File: config.mk
export PLATFORM = sky130hd
export DESIGN_NAME = tcd_prep
export DESIGN_NICKNAME = d
export VERILOG_FILES = /design/src/design/tcd_pkg.sv /design/src/design/tcd_prep.sv
export SDC_FILE = /design/constraint.sdc
export NUM_CORES = 1
export LEC_CHECK = 0
export BUFFER_PORTS_ARGS = -buffer_cell sky130_fd_sc_hd__buf_2
export CAP_MARGIN = 15
export CORE_MARGIN = 1
export CORE_UTILIZATION = 43
export CTS_CLUSTER_DIAMETER = 120
export DETAILED_ROUTE_END_ITERATION = 10
export GPL_TIMING_DRIVEN = 1
export PLACE_DENSITY = 0.77
export SLEW_MARGIN = 20
export SYNTH_ARGS = -nofsm -noshare
export SYNTH_HDL_FRONTEND = slang
export SYNTH_SLANG_ARGS = --single-unit
File: constraint.sdc
create_clock -name clk -period 3.14 [get_ports clk]
set_clock_uncertainty 0.1 [all_clocks]
set_input_delay 0.157 -clock clk [delete_from_list [all_inputs] [get_ports clk]]
set_output_delay 0.157 -clock clk [all_outputs]
set_load 0.05 [all_outputs]
File: src/design/tcd_pkg.sv
// Shared types, constants and tables for the tilt change detector.
`timescale 1ns / 1ps
`default_nettype none

package tcd_pkg;

    localparam int ANGLE_FRAC_BITS = 7;
    localparam int CORDIC_STAGES   = 16;
    localparam int TABLE_LEN       = 24;
    localparam int IDX_W           = $clog2(TABLE_LEN);

    localparam int VW = 36;   // CORDIC x/y datapath
    localparam int AW = 26;   // internal angle, 1/65536 degree

    localparam int PW  = ANGLE_FRAC_BITS + 8;
    localparam int RW  = ANGLE_FRAC_BITS + 9;
    localparam int PCW = ANGLE_FRAC_BITS + 9;
    localparam int RCW = ANGLE_FRAC_BITS + 10;
    localparam int THR_W = 16;

    localparam int INV_GAIN_Q16 = 39797;
    localparam logic [THR_W-1:0] THR_RESET = THR_W'(20 << ANGLE_FRAC_BITS);

    localparam logic signed [AW-1:0] QUARTER_TURN = AW'(90 <<< 16);

    localparam logic signed [AW-1:0] ATAN_TAB [TABLE_LEN] = '{
        26'sd2949120, 26'sd1740967, 26'sd919879, 26'sd466945,
        26'sd234379, 26'sd117304, 26'sd58666, 26'sd29335,
        26'sd14668, 26'sd7334, 26'sd3667, 26'sd1833,
        26'sd917, 26'sd458, 26'sd229, 26'sd115,
        26'sd57, 26'sd29, 26'sd14, 26'sd7,
        26'sd4, 26'sd2, 26'sd1, 26'sd0
    };

    typedef enum logic [1:0] {
        ST_ARMED   = 2'd0,
        ST_MEAS    = 2'd1,
        ST_RDFAULT = 2'd2,
        ST_LATCHED = 2'd3
    } status_t;

    typedef struct packed {
        logic signed [VW-1:0] x;
        logic signed [VW-1:0] y;
        logic signed [AW-1:0] ang;
        logic                 zero;
        status_t              mode;
        logic signed [AW-1:0] aux;
    } vec_t;

endpackage

`default_nettype wire

File: src/design/tcd_prep.sv
// Quadrant pre-rotation and zero-vector detect ahead of a CORDIC pass.
`timescale 1ns / 1ps
`default_nettype none

module tcd_prep (
    input  wire logic          clk,
    input  wire logic          rst_n,
    input  wire logic          in_valid,
    output logic               in_ready,
    input  tcd_pkg::vec_t      in_data,
    output logic               out_valid,
    input  wire logic          out_ready,
    output tcd_pkg::vec_t      out_data
);
    import tcd_pkg::*;

    logic v_reg;
    vec_t d_reg;
    vec_t d_next;

    always_comb
    begin
        d_next      = in_data;
        d_next.zero = (in_data.x == '0) && (in_data.y == '0);
        d_next.ang  = '0;
        if (in_data.x < 0)
        begin
            if (in_data.y >= 0)
            begin
                d_next.x   = in_data.y;
                d_next.y   = -in_data.x;
                d_next.ang = QUARTER_TURN;
            end
            else
            begin
                d_next.x   = -in_data.y;
                d_next.y   = in_data.x;
                d_next.ang = -QUARTER_TURN;
            end
        end
    end

    assign in_ready  = !v_reg || out_ready;
    assign out_valid = v_reg;
    assign out_data  = d_reg;

    always_ff @(posedge clk or negedge rst_n)
    begin
        if (!rst_n)
            v_reg <= 1'b0;
        else if (in_ready)
            v_reg <= in_valid;
    end

    always_ff @(posedge clk)
    begin
        if (in_ready && in_valid)
            d_reg <= d_next;
    end

endmodule

`default_nettype wire

Word level (Yosys, flattened, before mapping):

Index checks and enable logic that the tools add are counted.

* input port bits: 131
* flip-flop bits (word level): 128
* word-level logic and storage cells: 19

* reduce and logical (&&, ||, !) cells: 6
* multiplexer cells: 2
* magnitude comparators: 2
* $add $sub $neg: 2

Operator list (count)
* 2-to-1 mux 98 bit: 2
* logical NOT 36 bit: 2
* negator 36 bit: 2
* greater-or-equal comparator 36 x 1 -> 1 bit (second input constant): 1
* < comparator 36 x 1 -> 1 bit (second input constant): 1
* logical AND 1 bit: 2
* logical NOT 1 bit: 1
* logical OR 1 bit: 1

Longest topological paths before layout:

* word-level depth: 3
* gate-level depth with buffers: 8
* mapped depth without buffers: 7

Least setup slack after synthesis:

No wires, ideal clock.

* kind: flip-flop to flip-flop
* from: reg v_reg (netlist: out_valid)
* to: reg d_reg, in the netlist out_data[0], enable pin
* data required time: 2566 ps
* buffers on the path: 0
* setup slack: -978 ps
* data arrival time: 3543 ps
* cell stages (with the launch flop): 3
* cells stage by stage: dfrtp_1 -> nand2b_1 -> and2_1

* longest elaborated chain between the ends: 3

RTL lines
* start, declared: RTL line tcd_prep.sv:17 `logic v_reg;`
* start signal, assigned: RTL line tcd_prep.sv:52 `v_reg <= in_valid;`
* logical NOT 1 bit: RTL line tcd_prep.sv:43 `assign in_ready = !v_reg || out_ready;`
* logical OR 1 bit: RTL line tcd_prep.sv:43
* net in_ready: RTL line tcd_prep.sv:9 `output logic in_ready,`
* logical AND 1 bit: RTL line tcd_prep.sv:57 `if (in_ready && in_valid)`
* end signal, assigned: RTL line tcd_prep.sv:58 `d_reg <= d_next;`
* end, declared: RTL line tcd_prep.sv:18 `vec_t d_reg;`

The timed path passes the listed nets, and every way through them passes these cells.
A chain may end at the register's enable or synchronous reset.

==> out/results.ini <==
[outcome]
outcome=finished, final reports clean

[yosys]
synthArstFlopShare=0.00952
yosys_register_bits=105
syn_area_um2=5800
syn_area_per_cell_um2=10.4
synth_warnings=0
synth_cell_types=48
ys.flop_type=edfxtp_1
yosysTopAreaCell=edfxtp_1
syn_inst=560
synth-edff-count=104
seq_area_frac_synth=0.542
synth_top_cell_area_share=0.538
ys_top_cells_by_area=edfxtp_1 54%, nor2_1 6.3%, a21oi_1 6.1%

[critical_path]
start_kind=input pin
end_kind=flip-flop
cpPeakStageDelay_ns=0.64
required_ns=3.14
path_class=input pin to flip-flop
critPathSlowestCell=or4_4
path_cells=buf_2 -> nor4_2 -> nand4_2 -> or4_4 -> nor3b_1 -> or4_1
cp.arrival_ns=2.22
path_max_fanout=8

[drt]
antenna_left=0
drt-initial-drc-count=415
vias=5118
wl_um=15500
vias_per_cell=5.27
post_drt_wl_per_cell_um=16.0
firstDrtPassIters=5
drc=0

[finish]
syn_to_final_growth_pct=30.1
diodes=0
utilization=0.573
drive_gt1_frac=0.322
post-route-cell-area_um2=7550
fin_nets=923

[placement]
gp_congestion=0.806
hpwl_um=10600
io_buffers=215
placed_cell_area_um2=6960

[timing]
post-route-period-util=0.708
grt_setup_unrepaired=no
max_freq_ghz=0.450
finalSetupViolations=0
fin_crit_ns=2.22
tightest_slew_ns=0.676
slew_violations=0
hold_viol_final=0
slew_headroom=0.549
tns_ns=0

[global_route]
grt_pass1_vias=4561
grt_max_degree=73
grt_usage=0.219
antenna_found_initial=0
grt_remaining_overflow=0
grt_pass1_wl_um=23700

[floorplan]
num_rows=42
die_h_um=118
fp.dieW_um=118
pin_count=260
start_util=0.440
fp.dieArea_um2=14000
coreArea_um2=13200

[min_path]
min_path_type=input pin to flip-flop

[flow_run]
drv_cap=0

[clocking]
ctsHtreeMaxLevel=3
clockBufferDepth=2
cts_tree=built
numCtsBuffers=9
clk_pin_slew_ns=0.08
root_buffer=clkbuf_16
clkLatencyLatePin_ns=0.35
post_cts_buffers=0
clkSinkCount=105

[pwr]
power.leakage_nw=3.00
power_density_nw_per_um2=488
total_power_mw=3.68
ir_drop_v=0.000219

-- final timing paths --
path	from	endpoint	slack [ns]	cells after the start
worst max register to register	out_valid	out_data[64]	1.43	3
worst min register to register	out_valid	out_data[112]	0.83	2
max in group asynchronous	rst_n	out_valid	2.26	3
worst min-delay path	in_data[125]	out_data[89]	0.04	3
min in group asynchronous	rst_n	out_valid	0.56	3
worst max-delay path	in_data[71]	out_data[121]	0.92	6
-- registers in the layout (all words and copies together) (netlist names) --
signal / flops
out_valid: 1
out_data: 104
-- cell usage in the layout (no fill, tap or decap), drive strengths merged, types with 2 or more instances in the layout --
cell,Yosys,routed
a21oi,71,71
a31oi,13,13
a41oi,2,2
buf,31,226
clkbuf,24,9
clkinv,0,2
clkinvlp,0,3
conb,1,17
dlygate4sd3,0,32
edfxtp,104,104
ha,2,2
inv,13,15
mux2i,3,3
nand2,15,15
nand2b,7,7
nand3,9,9
nand3b,7,7
nand4,4,4
nor2,97,97
nor2b,3,3
nor3,20,20
nor3b,2,2
nor4,9,9
o21ai,15,15
o311ai,7,7
o31ai,9,9
o41ai,5,5
or2,2,2
or3,8,8
or4,10,10
xnor2,33,33
xor2,23,23
-- logic make-up after synthesis --
kind of cell | synth area share
XOR/XNOR | 0.0845
flip-flops | 0.542
buffers and inverters | 0.0629
adder cells (fa/ha/maj) | 0.00431
multiplexers | 0.00517
AO/OA/AOI/OAI | 0.128
AND/OR/NAND/NOR | 0.172
other | 0.000646
-- layer usage --
metal | vias up | track usage | wire length, um
met5 | - | 0 | 0
met2 | 222 | 0.382 | 7860
met3 | 24 | 0.0507 | 1160
li1 | 2473 | - | -
met4 | 0 | 0.0825 | 286
met1 | 2399 | 0.263 | 6200
-- repair_timing --
| item | in CTS | in global routing |
|---|---|---|
| gates resized for setup | 0 | 0 |
| hold buffers | 32 | 0 |
| endpoints found under the hold margin | 30 | 0 |
-- synth_stat cells, types with 2 or more instances --
library cell	instances
a21oi_1	71
a31oi_1	13
a41oi_1	2
buf_1	4
buf_4	23
buf_6	3
clkbuf_1	24
edfxtp_1	104
ha_1	2
inv_1	13
mux2i_1	3
nand2_1	15
nand2b_1	7
nand3_1	9
nand3b_1	7
nand4_1	2
nand4_2	2
nor2_1	97
nor2b_1	3
nor3_1	20
nor3b_1	2
nor4_1	6
nor4_2	3
o21ai_0	15
o311ai_0	7
o31ai_1	9
o41ai_1	5
or3_1	7
or4_1	9
xnor2_1	33
xor2_1	23
-- stage by stage --
step,worst slack (ns),hold WS [ns],instances
floorplan,0.144,-0.239,576
global placement,0.540,-0.169,923
detailed placement,0.529,-0.168,923
CTS,0.910,0.0309,971
global route,0.786,0.0526,971
finish,0.917,0.0438,971
-- power by group --
part | internal (mW) | total, mW | switching, mW
clock network | 0.543 | 1.09 | 0.550
registers | 1.66 | 1.68 | 0.0234
logic | 0.252 | 0.909 | 0.657
-- critical path: cells and delay by family --
kind	cells	cell delay, ns
simple gates	5	1.95
buf+inv	1	0.12
-- area by class of cell --
type | instances | area (um2)
Clock buffer | 9 | 225
Clock inverter | 7 | 52.6
Fill cell | 1127 | 5640
Inverter | 13 | 48.8
Multi-Input combinational cell | 403 | 2360
Sequential cell | 105 | 3150
Tap cell | 176 | 220
Timing Repair Buffer | 258 | 1490
No activity file was read; power rests on OpenSTA's default activity.
