## src/design/tcd_pkg.sv

```systemverilog
// Shared types, constants and tables for the tilt change detector.
`timescale 1ns / 1ps
`default_nettype none

package tcd_pkg;

    localparam int ANGLE_FRAC_BITS = 7;
    localparam int CORDIC_STAGES   = 16;
    localparam int TABLE_LEN       = 24;
    localparam int IDX_W           = $clog2(TABLE_LEN);

    localparam int VW = 36;   // CORDIC x/y datapath
    localparam int AW = 26;   // internal angle, 1/65536 degree

    localparam int PW  = ANGLE_FRAC_BITS + 8;
    localparam int RW  = ANGLE_FRAC_BITS + 9;
    localparam int PCW = ANGLE_FRAC_BITS + 9;
    localparam int RCW = ANGLE_FRAC_BITS + 10;
    localparam int THR_W = 16;

    localparam int INV_GAIN_Q16 = 39797;
    localparam logic [THR_W-1:0] THR_RESET = THR_W'(20 << ANGLE_FRAC_BITS);

    localparam logic signed [AW-1:0] QUARTER_TURN = AW'(90 <<< 16);

    localparam logic signed [AW-1:0] ATAN_TAB [TABLE_LEN] = '{
        26'sd2949120, 26'sd1740967, 26'sd919879, 26'sd466945,
        26'sd234379, 26'sd117304, 26'sd58666, 26'sd29335,
        26'sd14668, 26'sd7334, 26'sd3667, 26'sd1833,
        26'sd917, 26'sd458, 26'sd229, 26'sd115,
        26'sd57, 26'sd29, 26'sd14, 26'sd7,
        26'sd4, 26'sd2, 26'sd1, 26'sd0
    };

    typedef enum logic [1:0] {
        ST_ARMED   = 2'd0,
        ST_MEAS    = 2'd1,
        ST_RDFAULT = 2'd2,
        ST_LATCHED = 2'd3
    } status_t;

    typedef struct packed {
        logic signed [VW-1:0] x;
        logic signed [VW-1:0] y;
        logic signed [AW-1:0] ang;
        logic                 zero;
        status_t              mode;
        logic signed [AW-1:0] aux;
    } vec_t;

endpackage

`default_nettype wire

```

## src/design/tcd_cell.sv

```systemverilog
// One CORDIC vectoring iteration with its own pipeline register.
`timescale 1ns / 1ps
`default_nettype none

module tcd_cell (
    input  wire logic                      clk,
    input  wire logic                      rst_n,
    input  wire logic [tcd_pkg::IDX_W-1:0] idx,
    input  wire logic                      in_valid,
    output logic                           in_ready,
    input  tcd_pkg::vec_t                  in_data,
    output logic                           out_valid,
    input  wire logic                      out_ready,
    output tcd_pkg::vec_t                  out_data
);
    import tcd_pkg::*;

    logic v_reg;
    vec_t d_reg;
    vec_t d_next;
    logic signed [VW-1:0] dx;
    logic signed [VW-1:0] dy;

    assign dx = in_data.y >>> idx;
    assign dy = in_data.x >>> idx;

    always_comb
    begin
        d_next = in_data;
        if (in_data.y >= 0)
        begin
            d_next.x   = in_data.x + dx;
            d_next.y   = in_data.y - dy;
            d_next.ang = in_data.ang + ATAN_TAB[idx];
        end
        else
        begin
            d_next.x   = in_data.x - dx;
            d_next.y   = in_data.y + dy;
            d_next.ang = in_data.ang - ATAN_TAB[idx];
        end
    end

    assign in_ready  = !v_reg || out_ready;
    assign out_valid = v_reg;
    assign out_data  = d_reg;

    always_ff @(posedge clk or negedge rst_n)
    begin
        if (!rst_n)
            v_reg <= 1'b0;
        else if (in_ready)
            v_reg <= in_valid;
    end

    always_ff @(posedge clk)
    begin
        if (in_ready && in_valid)
            d_reg <= d_next;
    end

endmodule

`default_nettype wire

```

## config.mk

```make
export PLATFORM = sky130hd
export DESIGN_NAME = tcd_cell
export DESIGN_NICKNAME = d
export VERILOG_FILES = /design/src/design/tcd_pkg.sv /design/src/design/tcd_cell.sv
export SDC_FILE = /design/constraint.sdc
export NUM_CORES = 1
export LEC_CHECK = 0
export CAP_MARGIN = 10
export CORE_ASPECT_RATIO = 0.7
export CORE_MARGIN = 1.5
export CORE_UTILIZATION = 55
export DETAILED_ROUTE_END_ITERATION = 10
export DONT_BUFFER_PORTS = 1
export PLACE_DENSITY = 0.71
export SLEW_MARGIN = 10
export SYNTH_ARGS = -nofsm -noshare
export SYNTH_HDL_FRONTEND = slang
export SYNTH_SLANG_ARGS = --single-unit
```

## constraint.sdc

```tcl
create_clock -name clk -period 7.8 [get_ports clk]
set_input_delay 1.56 -clock clk [delete_from_list [all_inputs] [get_ports clk]]
set_output_delay 1.56 -clock clk [all_outputs]
set_load 0.05 [all_outputs]
```

# [Yosys cells after proc, flatten, opt, wreduce, memory -nomap -nowiden]
# Memories as Yosys holds them, arrays and structs flattened.
# Index checks and enable logic that the tools add are counted.
[op_classes] add_sub_neg=6 n_lt_le_gt_ge=2 shifts=2 mux=3 bitwise=1 reduce_logical=3
[ops] cell="two-way mux 98 bit" count=1
[ops] cell="adder 36 bit" count=2
[ops] cell=">>> shifter 36 x 5 -> 36 bit" count=2
[ops] cell="subtractor 36 bit" count=2
[ops] cell="two-way mux 26 bit" count=2
[ops] cell="greater-or-equal comparator 36 x 1 -> 1 bit (second input constant)" count=1
[ops] cell="adder 26 bit" count=1
[ops] cell="subtractor 26 bit" count=1
[ops] cell="greater-or-equal comparator 6 bit (second input constant)" count=1
[ops] cell="NOT 5 -> 6 bit" count=1
[ops] cell="logical AND 1 bit" count=1
[ops] cell="zero test 1 bit" count=1
[ops] cell="logical OR 1 bit" count=1
[word_totals] reg_bits=128 romBits=832 inputBits=136 out_inout_bits=129 word_cells=25 n_memories=1
[memory_table] memory="(no name shown)" depth=32 word_bits=26 rd=1 rd_ports_with_merged_regs=0 wr=0 line="tcd_cell.sv:40" text="d_next.ang = in_data.ang - ATAN_TAB[idx];"

# [Longest topological paths before layout]
[depth] word_depth=6 ltp_mapped=27 mapped_depth_nobuf=23

# [Worst setup path after synthesis]
# Ideal clock, no wire load.
[synth_timing] path_kind="input-to-reg" startpoint="input idx[1] (netlist name)" endpoint="register d_reg, in the netlist out_data[125] (data pin)" t_arrival_ps=7008 required_ps=7538 setup_slack_ps=530 path_stages=22 n_path_buf=2 path_cell_list="buf_6 > mux4_2 > mux4_2 > a221o_1 > a2111oi_4 > nand2_2 > or3_4 > nand3b_4 > or2_1 > mux2i_1 > a21o_1 > ha_1 > clkbuf_1 > a21o_1 > a21o_1 > a21oi_1 > o21ai_0 > o41ai_1 > o21ai_0 > o41ai_1 > mux2i_1 > nand3_1"
[synth_rtl] item="from (decl)" line="tcd_cell.sv:8" text="input wire logic [tcd_pkg::IDX_W-1:0] idx,"
[synth_rtl] item="to (signal assigned)" line="tcd_cell.sv:59" text="d_reg <= d_next;"
[synth_rtl] item="to (decl)" line="tcd_cell.sv:19" text="vec_t d_reg;"

==> flow_summary.toml <==
[timing]
hold_viol = 0
rsz0062_at_grt = "no"
setup_violations = 0
max_slew_margin = 0.297
fmax_ghz = 0.134
finalCriticalPeriod_ns = 7.45
finClkSkew_ns = 0.0110
finalSetupTns_ns = 0
finalCritPeriodShare = 0.956
slew_violations = 0
tightestPinTransition_ns = 1.05

[clock_network]
clkTransAtPathRegs_ns = 0.06
clock_latency_ns = 0.46
cts-root-buf = "clkbuf_16"
cts-resized-gates = 0
cts_tree = "built"
cts_made_buffers = 17
cts_buffer_depth = 2
cts.sinks = 128
ctsHoldBuffers = 0
cts_htree_levels = 4
cts_setup_buffers = 0

[layout]
final_common_cell = "nand2_1"
diodes = 0
drive_gt1_frac = 0.139
multi_input_area_mm2 = 0.0118
fin_cells = 2137
fill_cells = 2503
seq_area_mm2 = 0.00384
mostFrequentLayoutCells = "148 x nand2_1, 147 x nor2_1, 127 x edfxtp_1"
nNetsFinal = 1988
design_area_mm2 = 0.0173
syn_to_final_growth_pct = 6.43

[yosys]
synth-seq-cells = 128
synthCells = 1770
synth_area_mm2 = 0.0163
synth-edff-count = 127
synth_ff_type = "edfxtp_1"
yosys.cell_types.count = 95
seq_area_frac_synth = 0.236
yosysWarningCount = 0
syn_nets = 2012
async_reset_ff_frac = 0.00781
avgSynthCellArea_um2 = 9.20

[critical_path]
r2r-start = "out_valid"
r2r_cells = 3
rr_endpoint = "out_data[101]"
start_kind = "primary input"
reg2reg_slack_ns = 4.72
worst-setup-path-type = "primary input to flip-flop"
cp_data_required_time_ns = 8.00
crit_fanout = 101
worst_setup_path_end_kind = "flip-flop"
worstPathArrival_ns = 7.66

[die]
die_h_um = 147
die_w_um = 209
die-area_mm2 = 0.0307
initial_core_util = 0.561
floorplan.io_pins = 265
core_mm2 = 0.0290
rows = 52

[power]
total_power_w = 0.00366
max-vdd-ir-drop_v = 0.000166
p_leak_nw = 6.56
power.density_mw_per_mm2 = 211

[place]
gp_congestion = 1.06
placed_cells_incl_taps = 2105
dpl_cell_area_mm2 = 0.0167
hpwl_um = 43500
portBuffers = 0

[detailed_routing]
dr_wl_met2_um = 23600
avgRoutedWirePerCell_um = 26.6
drc = 0
first_pass_iters = 8
wirelength_um = 56900
drt_iter0_markers = 2154
wl_met3_um = 7550
vias_per_cell = 6.98
highest_layer = "met4"
drtAntennaViolNets = 0
wl_met1_um = 24400
vias = 14912

[global_route]
grt_pass1_wl_um = 85300
antenna_found_initial = 0
grt_pass1_vias = 13724
track_usage = 0.366
grt_max_degree = 130
grt_overflow_total = 0

[run]
drv_cap = 0

[min_path]
hp-class = "primary input to async pin"

[status]
status = "complete, no violations"
-- critical path, stage by stage --
cell	delay (ns)
inv_2	0.32
buf_12	0.25
mux2i_1	0.69
o21ai_1	0.38
a211o_1	0.44
nor3_2	0.31
nand4_1	0.26
buf_4	0.23
o21ai_0	0.30
xnor2_1	0.14
ha_1	0.31
and2_1	0.25
a21oi_1	0.17
o21ai_0	0.23
or3_1	0.37
o21ai_0	0.32
o21ai_0	0.23
o41ai_1	0.31
buf_4	0.18
o211ai_1	0.10
a21oi_1	0.20
xnor2_1	0.08
-- metrics by stage --
step | util | hold WS (ns) | worst slack, ns
3_5_place_dp | 0.576 | 1.24 | 0.186
2_1_floorplan | - | 1.18 | 0.530
3_3_place_gp | 0.576 | 1.22 | 0.260
6_report | 0.597 | 0.800 | 0.346
5_1_grt | 0.597 | 0.782 | 0.0614
4_1_cts | 0.597 | 0.778 | 0.631
-- worst max-delay path by stage --
stage | startpoint | to
final | idx[0] | out_data[90]
after global routing | idx[0] | out_data[90]
after detailed placement | idx[0] | out_data[90]
after CTS | idx[0] | out_data[90]
after global placement | idx[0] | out_data[90]
after floorplan | idx[1] | out_data[125]
-- where the power goes --
group | internal [W] | switching (W) | total [W]
sequential | 0.000940 | 0.000392 | 0.00133
combinational | 0.000640 | 0.000849 | 0.00149
clock | 0.000480 | 0.000359 | 0.000839
total | 0.00206 | 0.00160 | 0.00366
-- cell type report --
class,instances,share of cell area
timing repair buffer,58,0.0266
sequential,128,0.222
tap,378,0.0273
multi-input combinational,1491,0.679
clock inverter,15,0.0101
clock buffer,17,0.0246
inverter,50,0.0108
-- Yosys cell counts (37+ instances only) --
library cell  count  share of area
nor2_1          147          0.034
o21ai_0         116          0.036
inv_1            45          0.010
mux4_2           83           0.11
mux2i_1          53          0.033
edfxtp_1        127           0.23
nand2_1         148          0.034
xor2_1           45          0.024
ha_1            103          0.079
xnor2_1         116          0.062
clkbuf_1         43         0.0099
a21o_1           37          0.017
a21oi_1         120          0.037
-- registers in the layout (all words and copies together), names as in the netlist --
register and flops:
out_valid 1, out_data 127
-- cell families (layout without fill, tap and decap cells) --
| kind of cell | after synthesis | count (layout) | share of synthesized area |
|---|---|---|---|
| XOR/XNOR | 161 | 161 | 0.0866 |
| multiplexers | 173 | 173 | 0.174 |
| AND/OR/NAND/NOR | 516 | 516 | 0.160 |
| buffers and inverters | 151 | 140 | 0.0419 |
| AO/OA/AOI/OAI | 535 | 535 | 0.219 |
| adder cells (fa/ha/maj) | 106 | 106 | 0.0829 |
| flip-flops | 128 | 128 | 0.236 |
-- routing by layer --
metal,GRT usage,up-vias
met4,0.103,0
met2,0.518,910
met1,0.538,7153
met3,0.108,86
li1,-,6763
met5,0,-
(Power assumes the default switching activity.)
