==> config.mk <==
export PLATFORM = sky130hd
export DESIGN_NAME = tcd_result
export DESIGN_NICKNAME = d
export VERILOG_FILES = /design/src/design/tcd_pkg.sv /design/src/design/tcd_result.sv
export SDC_FILE = /design/constraint.sdc
export NUM_CORES = 1
export LEC_CHECK = 0
export ABC_AREA = 1
export CORE_MARGIN = 1.5
export CORE_UTILIZATION = 30
export CTS_CLUSTER_DIAMETER = 60
export CTS_CLUSTER_SIZE = 16
export DETAILED_ROUTE_END_ITERATION = 6
export DONT_BUFFER_PORTS = 1
export PLACE_DENSITY = 0.56
export SLEW_MARGIN = 20
export SYNTH_ARGS = -nofsm -noshare
export SYNTH_HDL_FRONTEND = slang
export SYNTH_SLANG_ARGS = --single-unit
==> constraint.sdc <==
create_clock -name clk -period 4.5 [get_ports clk]
set_input_delay 0.225 -clock clk [delete_from_list [all_inputs] [get_ports clk]]
set_output_delay 0.225 -clock clk [all_outputs]
set_load 0.1 [all_outputs]
==> src/design/tcd_pkg.sv <==
// Shared types, constants and tables for the tilt change detector.
`timescale 1ns / 1ps
`default_nettype none

package tcd_pkg;

    localparam int ANGLE_FRAC_BITS = 7;
    localparam int CORDIC_STAGES   = 16;
    localparam int TABLE_LEN       = 24;
    localparam int IDX_W           = $clog2(TABLE_LEN);

    localparam int VW = 36;   // CORDIC x/y datapath
    localparam int AW = 26;   // internal angle, 1/65536 degree

    localparam int PW  = ANGLE_FRAC_BITS + 8;
    localparam int RW  = ANGLE_FRAC_BITS + 9;
    localparam int PCW = ANGLE_FRAC_BITS + 9;
    localparam int RCW = ANGLE_FRAC_BITS + 10;
    localparam int THR_W = 16;

    localparam int INV_GAIN_Q16 = 39797;
    localparam logic [THR_W-1:0] THR_RESET = THR_W'(20 << ANGLE_FRAC_BITS);

    localparam logic signed [AW-1:0] QUARTER_TURN = AW'(90 <<< 16);

    localparam logic signed [AW-1:0] ATAN_TAB [TABLE_LEN] = '{
        26'sd2949120, 26'sd1740967, 26'sd919879, 26'sd466945,
        26'sd234379, 26'sd117304, 26'sd58666, 26'sd29335,
        26'sd14668, 26'sd7334, 26'sd3667, 26'sd1833,
        26'sd917, 26'sd458, 26'sd229, 26'sd115,
        26'sd57, 26'sd29, 26'sd14, 26'sd7,
        26'sd4, 26'sd2, 26'sd1, 26'sd0
    };

    typedef enum logic [1:0] {
        ST_ARMED   = 2'd0,
        ST_MEAS    = 2'd1,
        ST_RDFAULT = 2'd2,
        ST_LATCHED = 2'd3
    } status_t;

    typedef struct packed {
        logic signed [VW-1:0] x;
        logic signed [VW-1:0] y;
        logic signed [AW-1:0] ang;
        logic                 zero;
        status_t              mode;
        logic signed [AW-1:0] aux;
    } vec_t;

endpackage

`default_nettype wire

==> src/design/tcd_result.sv <==
// Angle rounding, reference hold, change and tilt compare, output register.
`timescale 1ns / 1ps
`default_nettype none

module tcd_result (
    input  wire logic                      clk,
    input  wire logic                      rst_n,
    input  wire logic [tcd_pkg::THR_W-1:0] threshold,
    input  wire logic                      in_valid,
    output logic                           in_ready,
    input  tcd_pkg::vec_t                  in_data,
    output logic                           out_valid,
    input  wire logic                      out_stall,
    output logic [1:0]                     status,
    output logic signed [tcd_pkg::PW-1:0]  pitch_angle,
    output logic signed [tcd_pkg::RW-1:0]  roll_angle,
    output logic signed [tcd_pkg::PCW-1:0] pitch_change,
    output logic signed [tcd_pkg::RCW-1:0] roll_change,
    output logic                           tilted
);
    import tcd_pkg::*;

    localparam int SH = 16 - ANGLE_FRAC_BITS;
    localparam int QW = AW + 1;

    function automatic logic signed [QW-1:0] quant(input logic signed [AW-1:0] a,
                                                   input logic signed [QW-1:0] lim);
        logic signed [QW-1:0] q;
        begin
            q = (QW'(a) + QW'(1 <<< (SH - 1))) >>> SH;
            if (q > lim)
                q = lim;
            if (q < -lim)
                q = -lim;
            return q;
        end
    endfunction

    logic                 a_v_reg;
    status_t              a_mode_reg;
    logic signed [PW-1:0] a_pitch_reg;
    logic signed [RW-1:0] a_roll_reg;
    logic                 a_ready;
    logic signed [QW-1:0] pq;
    logic signed [QW-1:0] rq;

    logic                  o_v_reg;
    status_t               o_st_reg;
    status_t               o_st_next;
    logic signed [PW-1:0]  o_p_reg;
    logic signed [PW-1:0]  o_p_next;
    logic signed [RW-1:0]  o_r_reg;
    logic signed [RW-1:0]  o_r_next;
    logic signed [PCW-1:0] o_dp_reg;
    logic signed [PCW-1:0] o_dp_next;
    logic signed [RCW-1:0] o_dr_reg;
    logic signed [RCW-1:0] o_dr_next;
    logic                  o_t_reg;
    logic                  o_t_next;

    logic signed [PW-1:0]  ref_p_reg;
    logic signed [RW-1:0]  ref_r_reg;
    logic signed [PCW-1:0] dp;
    logic signed [RCW-1:0] dr;
    logic [PCW-1:0]        adp;
    logic [RCW-1:0]        adr;

    assign pq = quant(in_data.zero ? '0 : in_data.ang, QW'(90 << ANGLE_FRAC_BITS));
    assign rq = quant(in_data.aux, QW'(180 << ANGLE_FRAC_BITS));

    assign a_ready  = !o_v_reg || !out_stall;
    assign in_ready = !a_v_reg || a_ready;

    always_ff @(posedge clk or negedge rst_n)
    begin
        if (!rst_n)
            a_v_reg <= 1'b0;
        else if (in_ready)
            a_v_reg <= in_valid;
    end

    always_ff @(posedge clk)
    begin
        if (in_ready && in_valid)
        begin
            a_mode_reg  <= in_data.mode;
            a_pitch_reg <= pq[PW-1:0];
            a_roll_reg  <= rq[RW-1:0];
        end
    end

    assign dp  = PCW'(a_pitch_reg) - PCW'(ref_p_reg);
    assign dr  = RCW'(a_roll_reg) - RCW'(ref_r_reg);
    assign adp = dp[PCW-1] ? PCW'(-dp) : PCW'(dp);
    assign adr = dr[RCW-1] ? RCW'(-dr) : RCW'(dr);

    always_comb
    begin
        o_st_next = a_mode_reg;
        o_p_next  = '0;
        o_r_next  = '0;
        o_dp_next = '0;
        o_dr_next = '0;
        o_t_next  = 1'b0;
        case (a_mode_reg)
            ST_ARMED:
            begin
                o_p_next = a_pitch_reg;
                o_r_next = a_roll_reg;
            end
            ST_MEAS:
            begin
                o_p_next  = a_pitch_reg;
                o_r_next  = a_roll_reg;
                o_dp_next = dp;
                o_dr_next = dr;
                o_t_next  = (RCW'(adp) > RCW'(threshold)) || (adr > RCW'(threshold));
            end
            default:
            begin
                o_st_next = a_mode_reg;
            end
        endcase
    end

    always_ff @(posedge clk or negedge rst_n)
    begin
        if (!rst_n)
        begin
            o_v_reg   <= 1'b0;
            ref_p_reg <= '0;
            ref_r_reg <= '0;
        end
        else
        begin
            if (a_ready)
                o_v_reg <= a_v_reg;
            if (a_ready && a_v_reg && a_mode_reg == ST_ARMED)
            begin
                ref_p_reg <= a_pitch_reg;
                ref_r_reg <= a_roll_reg;
            end
        end
    end

    always_ff @(posedge clk)
    begin
        if (a_ready && a_v_reg)
        begin
            o_st_reg <= o_st_next;
            o_p_reg  <= o_p_next;
            o_r_reg  <= o_r_next;
            o_dp_reg <= o_dp_next;
            o_dr_reg <= o_dr_next;
            o_t_reg  <= o_t_next;
        end
    end

    assign out_valid    = o_v_reg;
    assign status       = o_st_reg;
    assign pitch_angle  = o_p_reg;
    assign roll_angle   = o_r_reg;
    assign pitch_change = o_dp_reg;
    assign roll_change  = o_dr_reg;
    assign tilted       = o_t_reg;

endmodule

`default_nettype wire

; ---- Word level (Yosys, flattened, before mapping)
; Cells that the tools add are included.
[totals]
reg_bits = 133
output_inout_bits = 69
elab_cells = 42
[op_classes]
add_sub_neg = 6
order_cmp = 6
eq_ne = 1
muxes = 5
reduce_logical = 11
[op_table]
columns = cell, count
row1 = 26-bit by 10-bit adder with 27-bit output (second input constant), 2
row2 = 27-bit 2-to-1 mux, 2
row3 = 27-bit by 15-bit less-than comparator with 1-bit output (second input constant), 1
row4 = 27-bit by 16-bit less-than comparator with 1-bit output (second input constant), 1
row5 = 26-bit 2-to-1 mux, 1
row6 = 18-bit by 15-bit greater-than comparator with 1-bit output (second input constant), 1
row7 = 18-bit by 16-bit greater-than comparator with 1-bit output (second input constant), 1
row8 = 17-bit by 16-bit greater-than comparator with 1-bit output, 1
row9 = 17-bit 2-to-1 mux, 1
row10 = 17-bit negator, 1
row11 = 16-bit by 16-bit subtractor with 17-bit output, 1
row12 = 16-bit greater-than comparator, 1
row13 = 16-bit 2-to-1 mux, 1
row14 = 16-bit negator, 1
row15 = 15-bit by 15-bit subtractor with 16-bit output, 1
row16 = 1-bit logical AND, 3
row17 = 1-bit logical NOT, 3
row18 = 1-bit logical OR, 3
row19 = 2-bit by 1-bit == test with 1-bit output (second input constant), 1
row20 = 2-bit logical NOT, 1
row21 = 2-bit OR reduction, 1

; ---- Depth between registers and ports, before layout
; Gate-level depths: netlist (run 1).
[logic_depth]
ltp_word = 5
depth_mapped = 32

; ---- Worst setup path before layout (run 1)
; Ideal clock, no wire load.
[synth_timing]
path_type = reg2reg
start = register o_v_reg, in the netlist out_valid
end = register ref_p_reg[0]
setup_ns = 0.130
t_arrival_ns = 4.948
setup_slack_ns = -0.578
stages_incl_launch_ff = 8
period_less_slack_ns = 5.078
path_cell_list = dfrtp_1 nand2_1 inv_1 nor2_1 nand2_1 clkbuf_1 nand2_1 o21ai_0
[synth_via]
elab_chain_cells = 4
[synth_lines]
columns = element, line
row1 = from (decl), tcd_result.sv:47  ; logic o_v_reg;
row2 = from (signal assigned), tcd_result.sv:137  ; o_v_reg <= a_v_reg;
row3 = 1-bit logical NOT, tcd_result.sv:71  ; assign a_ready = !o_v_reg || !out_stall;
row4 = 1-bit logical OR, tcd_result.sv:71
row5 = 1-bit logical AND (2 in series), tcd_result.sv:138  ; if (a_ready && a_v_reg && a_mode_reg == ST_ARMED)
row6 = to (signal assigned), tcd_result.sv:140  ; ref_p_reg <= a_pitch_reg;
row7 = to (decl), tcd_result.sv:61  ; logic signed [PW-1:0] ref_p_reg;
; No other way between the ends.
; A chain may end at the register's enable or synchronous reset.

; ---- Worst setup path after layout (run 1)
[layout_timing]
start = register a_roll_reg[0]
end = register o_t_reg, in the netlist tilted (data pin)
[layout_via]
elab_chain_cells = 5
[layout_lines]
columns = element, line
row1 = from (decl), tcd_result.sv:42  ; logic signed [RW-1:0] a_roll_reg;
row2 = from (signal assigned), tcd_result.sv:88  ; a_roll_reg <= rq[RW-1:0];
row3 = 16-bit by 16-bit subtractor with 17-bit output (*), tcd_result.sv:93  ; assign dr = RCW'(a_roll_reg) - RCW'(ref_r_reg);
row4 = 17-bit negator, tcd_result.sv:95  ; assign adr = dr[RCW-1] ? RCW'(-dr) : RCW'(dr);
row5 = 17-bit 2-to-1 mux (*), tcd_result.sv:95
row6 = 17-bit by 16-bit greater-than comparator with 1-bit output (*), tcd_result.sv:117  ; o_t_next = (RCW'(adp) > RCW'(threshold)) || (adr > RCW'(threshold));
row7 = 1-bit logical OR (*), tcd_result.sv:117
row8 = to (signal assigned), tcd_result.sv:155  ; o_t_reg <= o_t_next;
row9 = to (decl), tcd_result.sv:58  ; logic o_t_reg;
; Every way passes the cells marked *; elsewhere a longest branch is shown, timed or not.

==> results.md, run 1 <==
- Total grt overflow: 0
- Netlist cell types: 43
- Setup Slack @ Placement: 0.172 ns
- Most frequent cell after synthesis: nand2_1
- Via count: 7163
- Die Ht: 179 um
- Worst hold slack: 0.0854 ns
- Cell area after synthesis: 0.00928 mm^2
- P_leak: 4.91 nW
- Fin nets: 1418
- Synth top cells by count: 266 x nand2_1, 205 x inv_1, 167 x nor2_1
- Initial core utilization: 30.4%
- Pwr Total: 6.49 mW
- Crit path DAT: 4.20 ns
- Worst Path Required: 4.66 ns
- Placed Instances: 1568
- DP Area: 0.00978 mm^2
- Post-synth EDFFs: 100
- Die area: 0.0320 mm^2
- Rows: 64
- Largest net degree at the start of global routing: 68
- Diode count: 0
- Fin cells: 1610
- Register area share after synthesis: 41.3%
- # H-tree levels: 4
- First-pass detailed-route iteration total: 5
- Max cap viols: 0
- Clk sinks: 133
- Ys flop type: edfxtp_1
- CP Launch Type: flop
- Max Clock Skew: 0.00629 ns
- Finished Core Util: 34.7%
- Number of global-route vias before repair: 6923
- Die X: 179 um
- Crit-path most repeated cell: nand2_1
- Worst r2r src: a_roll_reg[0]$_SDFFCE_PP0P_
- Worst Setup SP: a_roll_reg[0]$_SDFFCE_PP0P_
- Port Buffers: 0
- Fmax: 248 MHz
- Final cycle utilization of the critical path: 89.7%
- Share of cells above drive strength 1: 9.14%
- Vias/cell: 4.45
- WL/cell: 13.4 um
- Fraction of registers with async set/reset: 24.8%
- Crit. End Element: flop
- Yosys top cell by area: edfxtp_1
- Insertion delay to the later sink of the worst-skew pair: 0.42 ns
- Final setup violation count: 0
- Synthesized Nets: 1395
- Core area: 0.0305 mm^2
- Final setup margin: 0.465 ns
- Setup TNS Final: 0 ns
- Wirelength, routed: 21600 um
- Hold path start: in_data[12]
- Final hold violations: 0
- PD cells: 614 mW/mm^2
- Max FO, Critical Path: 4
- TritonCTS clock tree: done
- Relative slew slack: 33.7%
- Warnings, synthesis: 0
- # IOs: 216
- Final instance area: 0.0106 mm^2
- Crit Path Class: flop to flop
- Status: complete, no violations
- Slowest-stage cell, CP: fa_1
- Top cells by area in the synthesized netlist: edfxtp_1 32%, nand2_1 11%, ha_1 9.0%
- Gate Count Post-Synth: 1179
- Tightest Hold Check Type: input pin to flop
- Root buffer cell: clkbuf_16
- Avg Inst Size Synth: 7.87 um^2
- Post-synth top area share: 32.4%
- Peak VDD IR: 0.237 mV
- Hpwl dp: 17300 um
- Cts bufs inserted: 17
- Worst Tran Pin Value: 0.997 ns
- Fin. max-slew vios: 0
- Crit-path max cell delay: 0.40 ns
- Max reg flops: 17
- Tmin final: 4.04 ns
- Routed Antenna Nets: 0
- First-pass GRT wire length: 34600 um
- Area growth, synth to finish: 13.9%
- GPL Wtd Cong: 0.869
- DRT iter0 DRCs: 330
- Drc violations: 0
- Clk slew on worst S/H paths: 0.06 ns
- Clock tree buffer depth: 2
- Initial antenna violation count: 0
- Total track usage: 13.9%
- Reg2reg setup slack: 0.46 ns
- FF+latch count, synth: 133
## what timing repair did
action | 4_1_cts | 5_1_grt
hold buffers | 6 | 0
gates resized for setup | 0 | 19
setup buffers | 0 | 5
endpoints found under the hold margin | 37 | 0
endpoints found under the setup margin | 0 | 1
## worst max-delay path, delay by kind of cell, from the launching register on
| kind | cells | cell delay [ns] |
|---|---|---|
| and+or+nand+nor | 18 | 1.66 |
| AOI/OAI and AO/OA | 4 | 0.75 |
| DFF | 1 | 0.32 |
| adders and majority gates | 3 | 0.92 |
| buffers and inverters | 2 | 0.14 |
## final cells by class
cell class                      count  area, um^2
Clock buffer                       18         429
Clock inverter                     13         181
Fill cell                        3182       19900
Inverter                          208         785
Multi-Input combinational cell    821        4660
Sequential cell                   133        3830
Tap cell                          396         495
Timing Repair Buffer               21         195
## path summary, 6_finish.rpt
kind / cells after the start / to
max: 27 / tilted$_SDFFCE_PN0P_
max reg2reg: 27 / tilted$_SDFFCE_PN0P_
min: 2 / a_roll_reg[3]$_SDFFCE_PP0P_
min in group asynchronous: 2 / ref_r_reg[9]$_DFFE_PN0P_
max in group asynchronous: 2 / ref_p_reg[0]$_DFFE_PN0P_
min reg2reg: 2 / ref_r_reg[12]$_DFFE_PN0P_
## cell families after synthesis
logic type	Yosys count	share of synthesized area (%)
AND/OR/NAND/NOR	580	27.4
buffers and inverters	225	9.27
XOR/XNOR	61	5.76
flip-flops	133	41.3
AO/OA/AOI/OAI	111	6.83
adder cells (fa/ha/maj)	69	9.46
## report_power, final
group	leakage (nW)	switching (mW)	internal, mW
registers	1.40	0.689	1.57
logic	3.21	1.73	1.06
clock network	0.298	0.519	0.922
## placed cells by master, fill, tap and decap left out, types with 3 or more instances in the layout
cell	count
nand4_1	21
nor2_2	22
nand2_1	264
nand3_1	64
dfrtp_1	33
or2_2	3
inv_1	202
bufinv_16	4
nor2_1	165
nand3_2	7
a21oi_1	43
o21ai_0	44
xor2_2	3
nand2_4	3
o21bai_1	4
buf_4	14
xnor2_1	21
edfxtp_1	100
xor2_1	36
nand2_2	4
nor3_2	3
nand3b_1	4
nor3_1	9
clkinv_2	3
clkbuf_16	17
inv_2	5
dlygate4sd3_1	5
nor2_4	5
ha_1	67
## layer usage
layer,part of all wire (%),global-route usage (%),vias up,routed length (um)
met5,0,0,-,0
met4,1.3,4.20,0,286
met1,49,18.1,3204,10600
li1,-,-,3817,-
met2,44,22.1,125,9530
met3,5.6,4.20,17,1220
No activity file was read; power rests on OpenSTA's default activity.
==> inputs of run 2 (changes only) <==
--- a/config.mk
+++ b/config.mk
@@ -13,6 +13,7 @@
 export DETAILED_ROUTE_END_ITERATION = 6
 export DONT_BUFFER_PORTS = 1
 export PLACE_DENSITY = 0.56
+export SETUP_SLACK_MARGIN = 0.05
 export SLEW_MARGIN = 20
 export SYNTH_ARGS = -nofsm -noshare
 export SYNTH_HDL_FRONTEND = slang
==> constraint.sdc (replaced) <==
create_clock -name clk -period 3.4 [get_ports clk]
set_input_delay 0.17 -clock clk [delete_from_list [all_inputs] [get_ports clk]]
set_output_delay 0.17 -clock clk [all_outputs]
set_load 0.1 [all_outputs]
==> results.md, run 2 (synthesized netlist as in run 1, its figures left out) <==
- Status: finished with violations
- Failing checks: setup timing
- Worst Path Required: 3.57 ns
- Tightest Hold Check Type: input pin to flop
- # IOs: 216
- Vias/cell: 4.45
- First-pass GRT wire length: 38300 um
- Initial core utilization: 30.4%
- TritonCTS clock tree: done
- Crit-path max cell delay: 0.38 ns
- Crit-path most repeated cell: nand2_1
- Final setup violation count: 1
- Max Clock Skew: 0.0113 ns
- Die X: 179 um
- RSZ-0062 raised after global routing: yes
- PD cells: 837 mW/mm^2
- Hold Path Stages: 2
- Met2 GRT Util: 25.3%
- GPL Wtd Cong: 0.880
- First-pass detailed-route iteration total: 5
- Commonest cells after routing, fill and taps aside: 259 x nand2_1, 199 x inv_1, 161 x nor2_1
- Port Buffers: 0
- Hold path start: in_data[14]
- Total grt overflow: 0
- Hold EP: a_roll_reg[5]$_SDFFCE_PP0P_
- Cells along the critical path: inv_2 -> ha_4 -> inv_4 -> fa_2 -> nand3_2 -> nand2_2 -> a21oi_2 -> o21ai_1 -> xor2_1 -> nand3_1 -> nor2_2 -> nand4_1 -> nor3_2 -> nand3b_1 -> nand2_1 -> ha_1 -> nand3_2 -> nor3_4 -> nand4_1 -> nand2_1 -> nand2_1 -> nor2_1 -> nor2_1
- DP Area: 0.0107 mm^2
- Relative slew slack: 33.2%
- GR Layer Usage met3: 4.62%
- Crit path DAT: 3.99 ns
- Final hold violations: 0
- Fmax: 261 MHz
- Insertion delay to the later sink of the worst-skew pair: 0.43 ns
- Area growth, synth to finish: 25.5%
- Fin cells: 1743
- Slowest-stage cell, CP: edfxtp_1
- Core area: 0.0305 mm^2
- Rows: 64
- Worst R2R End: tilted$_SDFFCE_PN0P_
- Placed Instances: 1693
- Final cycle utilization of the critical path: 112%
- Reg2reg setup slack: -0.42 ns
- Root buffer cell: clkbuf_16
- Wirelength, routed: 23200 um
- P_leak: 5.53 nW
- WL/cell: 13.3 um
- CP Launch Type: flop
- Clk sinks: 133
- Cts bufs inserted: 17
- DRT iter0 DRCs: 429
- # H-tree levels: 4
- Setup TNS Final: -0.424 ns
- Fin. max-slew vios: 0
- Most common library cell in the layout ignoring fill and taps: nand2_1
- Max cap viols: 0
- Share of cells above drive strength 1: 20.3%
- Fin nets: 1550
- Die Ht: 179 um
- Crit Path Class: flop to flop
- Initial antenna violation count: 1
- Peak VDD IR: 0.304 mV
- Total track usage: 15.3%
- Die area: 0.0320 mm^2
- Final instance area: 0.0116 mm^2
- GR Layer Usage met1: 19.2%
- GRT busiest layer: met2
- Via count: 7762
- Largest net degree at the start of global routing: 63
- R2R cell count: 23
- Finished Core Util: 38.2%
- Final setup margin: -0.424 ns
- Worst Tran Pin Value: 1.00 ns
- Buf/Inv on CP: 2
- Tmin final: 3.82 ns
- Crit. End Element: flop
- Number of global-route vias before repair: 7750
- Hpwl dp: 18700 um
- Drc violations: 0
- Routed Antenna Nets: 0
- CP top delay family: simple AND/OR/NAND/NOR gates
- Max FO, Critical Path: 3
- Clk slew on worst S/H paths: 0.06 ns
- Clock tree buffer depth: 2
- Worst r2r src: a_pitch_reg[0]$_SDFFCE_PP0P_
- Max reg flops: 17
- Pwr Total: 9.75 mW
## run 2: changes by cell type in the layout (fill, tap and decap cells not counted), sizes merged
cell      previous run  this run
clkinvlp             2         3
clkbuf              18        19
diode                0         1
buf                 16       148
bufinv               4         2
## run 2: per-stage QoR
stage | worst slack [ns] | hold slack, ns
finish | -0.424 | 0.0297
global route | -0.771 | 0.0342
CTS | -0.436 | 0.00562
global placement | -0.569 | -0.124
detailed placement | -0.578 | -0.125
floorplan | -0.219 | -0.126
## run 2: power breakdown
group	internal [mW]	total, mW	leakage [nW]	switching [mW]
Sequential	2.08	3.00	1.40	0.920
Clock	1.07	1.79	0.269	0.712
Combinational	2.36	4.97	3.86	2.61
## run 2: worst max path at each step
stage | start | end | slack [ns] | cells after the start
4_1_cts | a_roll_reg[2]$_SDFFCE_PP0P_ | tilted$_SDFFCE_PN0P_ | -0.44 | 27
5_1_grt | a_pitch_reg[0]$_SDFFCE_PP0P_ | tilted$_SDFFCE_PN0P_ | -0.77 | 25
6_report | a_pitch_reg[0]$_SDFFCE_PP0P_ | tilted$_SDFFCE_PN0P_ | -0.42 | 23
3_3_place_gp | a_pitch_reg[0]$_SDFFCE_PP0P_ | tilted$_SDFFCE_PN0P_ | -0.57 | 23
3_5_place_dp | a_pitch_reg[0]$_SDFFCE_PP0P_ | tilted$_SDFFCE_PN0P_ | -0.58 | 23
2_1_floorplan | a_roll_reg[0]$_SDFFCE_PP0P_ | tilted$_SDFFCE_PN0P_ | -0.22 | 24
## run 2: metal layers
| metal | share of wire (%) | up-vias |
|---|---|---|
| li1 | - | 4087 |
| met1 | 47 | 3523 |
| met2 | 46 | 133 |
| met3 | 5.9 | 19 |
| met4 | 1.2 | 0 |
| met5 | 0 | - |
## run 2: cell type report
type / instances / area (um^2)
timing repair buffer: 153 / 1170
tap: 396 / 495
antenna: 1 / 2.50
sequential: 133 / 3830
fill: 3101 / 18900
clock buffer: 19 / 433
clock inverter: 12 / 133
multi-input combinational: 821 / 4800
inverter: 208 / 783
## run 2: timing repair
action / in CTS / in global routing
pin swaps: 23 / 28
endpoints found under the setup margin: 1 / 1
gates resized for setup: 24 / 27
setup buffers: 7 / 5
hold buffers: 6 / 0
endpoints found under the hold margin: 37 / 0
